<file path="src/design/dda_pkg.sv">
// Package: shared constants and controller/datapath interface types for the DDA rasterizer.
`timescale 1ns / 1ps

package dda_pkg;

  localparam int unsigned DDA_COORD_BITS = 6;
  localparam int unsigned DDA_FRAC_BITS  = 16;
  localparam int unsigned DDA_COLOR_BITS = 24;

  typedef struct packed {
    logic start;     // load a new segment from the input transaction
    logic div_step;  // one restoring-division step on both increments
    logic emit;      // load the output register with the current pixel, advance
  } dda_cmd_t;

  typedef struct packed {
    logic steps_zero;  // input segment has equal endpoints
    logic div_done;    // this division step is the final one
    logic last_pix;    // current pixel is the final pixel of the segment
  } dda_sts_t;

endpackage

</file>
<file path="src/design/dda_ctrl.sv">
// Controller: sequences segment load, serial division and pixel emission.
`timescale 1ns / 1ps

module dda_ctrl
  import dda_pkg::*;
(
  input  logic     clk,
  input  logic     rst,
  input  logic     in_valid,
  output logic     in_ready,
  output logic     out_valid,
  input  logic     out_ready,
  input  dda_sts_t sts,
  output dda_cmd_t cmd
);

  typedef enum logic [1:0] {
    S_IDLE,
    S_DIV,
    S_EMIT
  } state_t;

  state_t state;

  assign in_ready = (state == S_IDLE);

  always_comb begin
    cmd          = '0;
    cmd.start    = (state == S_IDLE) && in_valid;
    cmd.div_step = (state == S_DIV);
    cmd.emit     = (state == S_EMIT) && (!out_valid || out_ready);
  end

  always_ff @(posedge clk) begin
    if (rst) begin
      state     <= S_IDLE;
      out_valid <= 1'b0;
    end else begin
      if (cmd.emit) begin
        out_valid <= 1'b1;
      end else if (out_ready) begin
        out_valid <= 1'b0;
      end
      case (state)
        S_IDLE: begin
          if (cmd.start) begin
            state <= sts.steps_zero ? S_EMIT : S_DIV;
          end
        end
        S_DIV: begin
          if (sts.div_done) begin
            state <= S_EMIT;
          end
        end
        S_EMIT: begin
          if (cmd.emit && sts.last_pix) begin
            state <= S_IDLE;
          end
        end
        default: begin
          state <= S_IDLE;
        end
      endcase
    end
  end

endmodule

</file>
<file path="src/design/dda_dp.sv">
// Datapath: deltas, dual bit-serial divider, position accumulators and output register.
`timescale 1ns / 1ps

module dda_dp
  import dda_pkg::*;
#(
  parameter int unsigned COORD_BITS = DDA_COORD_BITS,
  parameter int unsigned FRAC_BITS  = DDA_FRAC_BITS
) (
  input  logic                      clk,
  input  dda_cmd_t                  cmd,
  output dda_sts_t                  sts,
  input  logic [COORD_BITS-1:0]     x_start,
  input  logic [COORD_BITS-1:0]     y_start,
  input  logic [COORD_BITS-1:0]     x_end,
  input  logic [COORD_BITS-1:0]     y_end,
  input  logic [DDA_COLOR_BITS-1:0] color,
  output logic [COORD_BITS-1:0]     pixel_x,
  output logic [COORD_BITS-1:0]     pixel_y,
  output logic [DDA_COLOR_BITS-1:0] pixel_color,
  output logic                      last
);

  localparam int unsigned W  = COORD_BITS + FRAC_BITS;
  localparam int unsigned CW = $clog2(W);
  localparam logic [W-1:0] HALF = W'(1) << (FRAC_BITS - 1);

  // segment registers
  logic [COORD_BITS-1:0]     steps;
  logic [COORD_BITS-1:0]     k;
  logic                      sx, sy;
  logic [W-1:0]              xpos, ypos;
  logic [DDA_COLOR_BITS-1:0] seg_color;

  // divider: dividend shifts out of qx/qy while quotient bits shift in
  logic [W-1:0]          qx, qy;
  logic [COORD_BITS-1:0] rx, ry;
  logic [CW-1:0]         dcnt;

  logic                  dx_neg, dy_neg;
  logic [COORD_BITS-1:0] adx, ady, steps_in;
  logic [COORD_BITS:0]   rx_sh, ry_sh;
  logic                  gex, gey;
  logic [W-1:0]          xround, yround;

  always_comb begin
    dx_neg   = x_end < x_start;
    dy_neg   = y_end < y_start;
    adx      = dx_neg ? (x_start - x_end) : (x_end - x_start);
    ady      = dy_neg ? (y_start - y_end) : (y_end - y_start);
    steps_in = (adx > ady) ? adx : ady;

    rx_sh = {rx, qx[W-1]};
    ry_sh = {ry, qy[W-1]};
    gex   = rx_sh >= {1'b0, steps};
    gey   = ry_sh >= {1'b0, steps};

    xround = xpos + HALF;
    yround = ypos + HALF;

    sts            = '0;
    sts.steps_zero = (x_start == x_end) && (y_start == y_end);
    sts.div_done   = (dcnt == CW'(W - 1));
    sts.last_pix   = (k == steps);
  end

  always_ff @(posedge clk) begin
    if (cmd.start) begin
      steps     <= steps_in;
      k         <= '0;
      sx        <= dx_neg;
      sy        <= dy_neg;
      xpos      <= {x_start, {FRAC_BITS{1'b0}}};
      ypos      <= {y_start, {FRAC_BITS{1'b0}}};
      seg_color <= color;
      qx        <= sts.steps_zero ? '0 : {adx, {FRAC_BITS{1'b0}}};
      qy        <= sts.steps_zero ? '0 : {ady, {FRAC_BITS{1'b0}}};
      rx        <= '0;
      ry        <= '0;
      dcnt      <= '0;
    end else if (cmd.div_step) begin
      qx   <= {qx[W-2:0], gex};
      qy   <= {qy[W-2:0], gey};
      rx   <= gex ? COORD_BITS'(rx_sh - {1'b0, steps}) : rx_sh[COORD_BITS-1:0];
      ry   <= gey ? COORD_BITS'(ry_sh - {1'b0, steps}) : ry_sh[COORD_BITS-1:0];
      dcnt <= dcnt + 1'b1;
    end else if (cmd.emit) begin
      pixel_x     <= xround[W-1:FRAC_BITS];
      pixel_y     <= yround[W-1:FRAC_BITS];
      pixel_color <= seg_color;
      last        <= sts.last_pix;
      xpos        <= sx ? (xpos - qx) : (xpos + qx);
      ypos        <= sy ? (ypos - qy) : (ypos + qy);
      k           <= k + 1'b1;
    end
  end

endmodule

</file>
<file path="src/design/dda_line_rasterizer_unit.sv">
// Top level: DDA line rasterizer, controller plus datapath.
`timescale 1ns / 1ps

// Takes one segment per input transaction and emits steps+1 pixel transactions,
// steps = max(|dx|, |dy|), the final one flagged by last. After a segment is
// accepted, a bit-serial restoring divider computes both increments, then one
// pixel leaves per cycle while out_ready holds. Equal endpoints skip the
// division and give one pixel. The next segment is taken in the cycle after
// its last pixel enters the output register.
module dda_line_rasterizer_unit
  import dda_pkg::*;
#(
  parameter int unsigned COORD_BITS = DDA_COORD_BITS,
  parameter int unsigned FRAC_BITS  = DDA_FRAC_BITS
) (
  input  logic                      clk,
  input  logic                      rst,
  input  logic                      in_valid,
  output logic                      in_ready,
  input  logic [COORD_BITS-1:0]     x_start,
  input  logic [COORD_BITS-1:0]     y_start,
  input  logic [COORD_BITS-1:0]     x_end,
  input  logic [COORD_BITS-1:0]     y_end,
  input  logic [DDA_COLOR_BITS-1:0] color,
  output logic                      out_valid,
  input  logic                      out_ready,
  output logic [COORD_BITS-1:0]     pixel_x,
  output logic [COORD_BITS-1:0]     pixel_y,
  output logic [DDA_COLOR_BITS-1:0] pixel_color,
  output logic                      last
);

  dda_cmd_t cmd;
  dda_sts_t sts;

  dda_ctrl u_ctrl (
    .clk       (clk),
    .rst       (rst),
    .in_valid  (in_valid),
    .in_ready  (in_ready),
    .out_valid (out_valid),
    .out_ready (out_ready),
    .sts       (sts),
    .cmd       (cmd)
  );

  dda_dp #(
    .COORD_BITS (COORD_BITS),
    .FRAC_BITS  (FRAC_BITS)
  ) u_dp (
    .clk         (clk),
    .cmd         (cmd),
    .sts         (sts),
    .x_start     (x_start),
    .y_start     (y_start),
    .x_end       (x_end),
    .y_end       (y_end),
    .color       (color),
    .pixel_x     (pixel_x),
    .pixel_y     (pixel_y),
    .pixel_color (pixel_color),
    .last        (last)
  );

`ifndef SYNTH
  a_busy_after_accept: assert property (@(posedge clk) disable iff (rst)
    in_valid && in_ready |=> !in_ready)
    else $error("input accepted while a segment is in progress");

  a_no_overwrite: assert property (@(posedge clk) disable iff (rst)
    cmd.emit |-> !out_valid || out_ready)
    else $error("pending pixel overwritten");

  a_div_exclusive: assert property (@(posedge clk) disable iff (rst)
    cmd.div_step |-> !in_ready && !cmd.emit)
    else $error("division step overlaps idle or emit");
`endif

endmodule

</file>
<file path="config.mk">
export PLATFORM = sky130hd
export DESIGN_NAME = dda_line_rasterizer_unit
export DESIGN_NICKNAME = d
export VERILOG_FILES = /design/src/design/dda_pkg.sv /design/src/design/dda_ctrl.sv /design/src/design/dda_dp.sv /design/src/design/dda_line_rasterizer_unit.sv
export SDC_FILE = /design/constraint.sdc
export NUM_CORES = 1
export LEC_CHECK = 0
export BUFFER_PORTS_ARGS = -buffer_cell sky130_fd_sc_hd__buf_4
export CORE_ASPECT_RATIO = 1.75
export CORE_MARGIN = 2
export CORE_UTILIZATION = 35
export DETAILED_ROUTE_END_ITERATION = 12
export PLACE_DENSITY_LB_ADDON = 0.3
export SETUP_SLACK_MARGIN = 0.15
export SLEW_MARGIN = 20
export SYNTH_ARGS = -nofsm -noshare
export SYNTH_HDL_FRONTEND = slang
export SYNTH_SLANG_ARGS = --single-unit
</file>
<file path="constraint.sdc">
create_clock -name clk -period 4.5 [get_ports clk]
set_clock_uncertainty 0.15 [all_clocks]
set_input_delay 0.225 -clock clk [delete_from_list [all_inputs] [get_ports clk]]
set_output_delay 0.225 -clock clk [all_outputs]
set_load 0.005 [all_outputs]
</file>
==> flow_summary.yaml <==
run_status:
  status: "complete, no violations"
logic_synthesis:
  syn_nets: 1263
  yosysSeqAreaShare: 0.4436
  synth_area_leaders: "edfxtp_1 (34%), dfxtp_1 (10%), ha_1 (10%)"
  synth_edf_count: 125
  yosysTopAreaCell: "edfxtp_1"
  syn_area_mm2: 0.01108
  syn-instance-count: 1114
  synth_top_area_share: 0.3388
  avgSynthCellArea_um2: 9.946
  synth_cell_types: 64
  yosysMostFrequentCell: "edfxtp_1"
  synth_warnings: 0
  ys_ff_latch: 183
  synth_commonest_cells: "edfxtp_1 (125), a21oi_1 (99), nand2_1 (91)"
  synth_ff_type: "edfxtp_1"
  async_flop_share: 0
clock_tree:
  clk_pin_slew_ns: 0.08
  clk_path_buf_depth: 2
  cts_buffers: 17
  cts-root-buf: "clkbuf_16"
  cts_tree: "yes"
  cts.sinks: 183
  cts-resized-gates: 0
  clk_latency_ns: 0.46
  ctsHtreeMaxLevel: 4
floorplanning:
  floorplan.initialDensity: 0.3538
  dieArea_mm2: 0.03315
  io_pins: 91
  core_mm2: 0.03131
  die_h_um: 239.4
  rows: 86
  die_x_um: 138.5
timing:
  finalSetupTns_ns: 0
  hold_viol: 0
  slew_violations: 0
  min_period_ns: 4.034
  timing.final.ws_setup_ns: 0.4656
  rsz0062_at_grt: "false"
  max_freq_mhz: 247.9
  setup_viol: 0
  fin_crit_sh: 0.8965
  relSlewSlack: 0.5542
  worst_pin_slew_ns: 0.6663
cells_and_area:
  syn2layout_area_growth_pct: 18.03
  drive_above_1_share: 0.1255
  antenna-diode-count: 0
  nNetsFinal: 1379
drt:
  drc: 0
  drt_first_pass_iters: 6
  wl_per_cell_um: 16.54
  drt-initial-drc-count: 568
  drtAntennaViolNets: 0
  totalWireLength_mm: 27.12
  vias_per_cell: 5.221
  vias: 8558
place:
  io_buffers: 90
  gp_congestion: 0.8851
  place_hpwl_mm: 20.17
  dp_slack_ns: 0.4413
worst_setup_path:
  cp.arrival_ns: 4.07
  rr_worst_depth: 13
  crit_type: "flip-flop to flip-flop"
  path_max_fanout: 6
  start_kind: "flip-flop"
  setup.worst_path.end_class: "flip-flop"
  critPathRequiredTime_ns: 4.54
power:
  power_leakage_nw: 5.328
  ir_drop_mv: 0.3068
  powerDensity_mw_per_mm2: 506.3
global_route:
  grt_max_degree: 57
  grt_first_pass_wirelength_mm: 44.03
  grt_pass1_vias: 8613
  grt_use_total: 0.1668
  antenna_found_initial: 0
  grt-ovfl-total: 0
run:
  cap_viol_max_count: 0
min_path:
  whs_path_depth: 3
  hp-class: "primary input to flip-flop"
[layer usage]
metal	wire length [um]	up-vias	GRT usage
met2	15080	151	0.3216
met5	0	-	0
met3	803	43	0.02699
met1	10380	4112	0.1769
met4	853	0	0.07328
li1	-	4252	-
[power breakdown]
group | total (mW) | internal, mW | switching, mW
sequential | 2.41 | 2.15 | 0.262
combinational | 2.73 | 1.20 | 1.53
clock | 1.48 | 0.741 | 0.742
[through the flow]
stage	util	cells	hold slack (ns)	total power, mW	instance area [um2]
2_1_floorplan	-	1114	0.1441	4.453	11080
3_5_place_dp	0.3905	1580	0.2543	5.149	12230
3_3_place_gp	0.3905	1580	0.2511	5.098	12230
6_report	0.4176	1639	0.03226	6.621	13080
5_1_grt	0.4176	1639	0.03920	7.090	13080
4_1_cts	0.4176	1639	0.02803	6.674	13080
[layout make-up]
type,instances,area [um2]
clock buffer,17,425.4
multi-input combinational,829,5782
fill,3041,18240
sequential,183,4915
tap,396,495.5
timing repair buffer,131,1051
inverter,68,255.2
clock inverter,15,153.9
[cell families (layout without fill, tap and decap cells)]
family	Yosys count	in the layout	share of synthesized area
compound gates	286	286	0.1618
xor+xnor	112	112	0.08854
flops	183	183	0.4436
simple gates	312	312	0.1362
fa+ha+maj	97	97	0.1150
mux	22	22	0.02033
buf+inv	102	231	0.03456
[layout by cell type (no fill, tap or decap), drive strengths merged, types with 3 or more instances in the layout]
| master | n |
|---|---|
| a211o | 4 |
| a211oi | 14 |
| a21o | 28 |
| a21oi | 102 |
| a221oi | 5 |
| a22o | 4 |
| a31oi | 12 |
| and2 | 24 |
| and3 | 10 |
| and4 | 3 |
| buf | 104 |
| clkbuf | 17 |
| clkinv | 7 |
| dfxtp | 58 |
| dlygate4sd3 | 27 |
| edfxtp | 125 |
| fa | 8 |
| ha | 89 |
| inv | 76 |
| mux2 | 4 |
| mux2i | 18 |
| nand2 | 91 |
| nand2b | 9 |
| nand3 | 20 |
| nand4 | 14 |
| nor2 | 85 |
| nor2b | 9 |
| nor3 | 22 |
| nor3b | 5 |
| nor4 | 4 |
| o2111ai | 3 |
| o211ai | 7 |
| o21a | 9 |
| o21ai | 58 |
| o21bai | 5 |
| o22ai | 18 |
| o31ai | 4 |
| or3 | 5 |
| xnor2 | 83 |
| xor2 | 29 |
[worst max-delay path: stages (launching register included)]
cell and delay [ns]:
edfxtp_1 0.45, nor4_1 0.49, nand2b_1 0.15, nor3_1 0.40, nor3b_1 0.31, nor2_1 0.08, xnor2_1 0.13, ha_1 0.35
a21o_1 0.21, a221oi_1 0.38, o211a_1 0.29, a31oi_1 0.12, xnor2_1 0.17, o22ai_1 0.09
[flip-flops by register name, indices dropped and copies added (netlist names), 22 cells and up]
| signal | count |
|---|---|
| u_dp.qx | 22 |
| u_dp.qy | 22 |
| u_dp.ypos | 22 |
| u_dp.xpos | 22 |
| u_dp.seg_color | 24 |
| u_dp.pixel_color | 24 |
[final timing paths]
check | startpoint | endpoint | slack (ns)
max | u_dp.qy[5] | u_dp.ypos[21] | 0.47
min | y_start[4] | u_dp.ypos[20] | 0.03
max reg2reg | u_dp.qy[5] | u_dp.ypos[21] | 0.47
min reg2reg | u_dp.seg_color[12] | u_dp.pixel_color[12] | 0.27
[timing repair]
action / CTS / global route
setup buffers: 0 / 0
hold endpoints to repair: 28 / 0
hold buffers: 27 / 0
No activity file was read; power rests on OpenSTA's default activity.
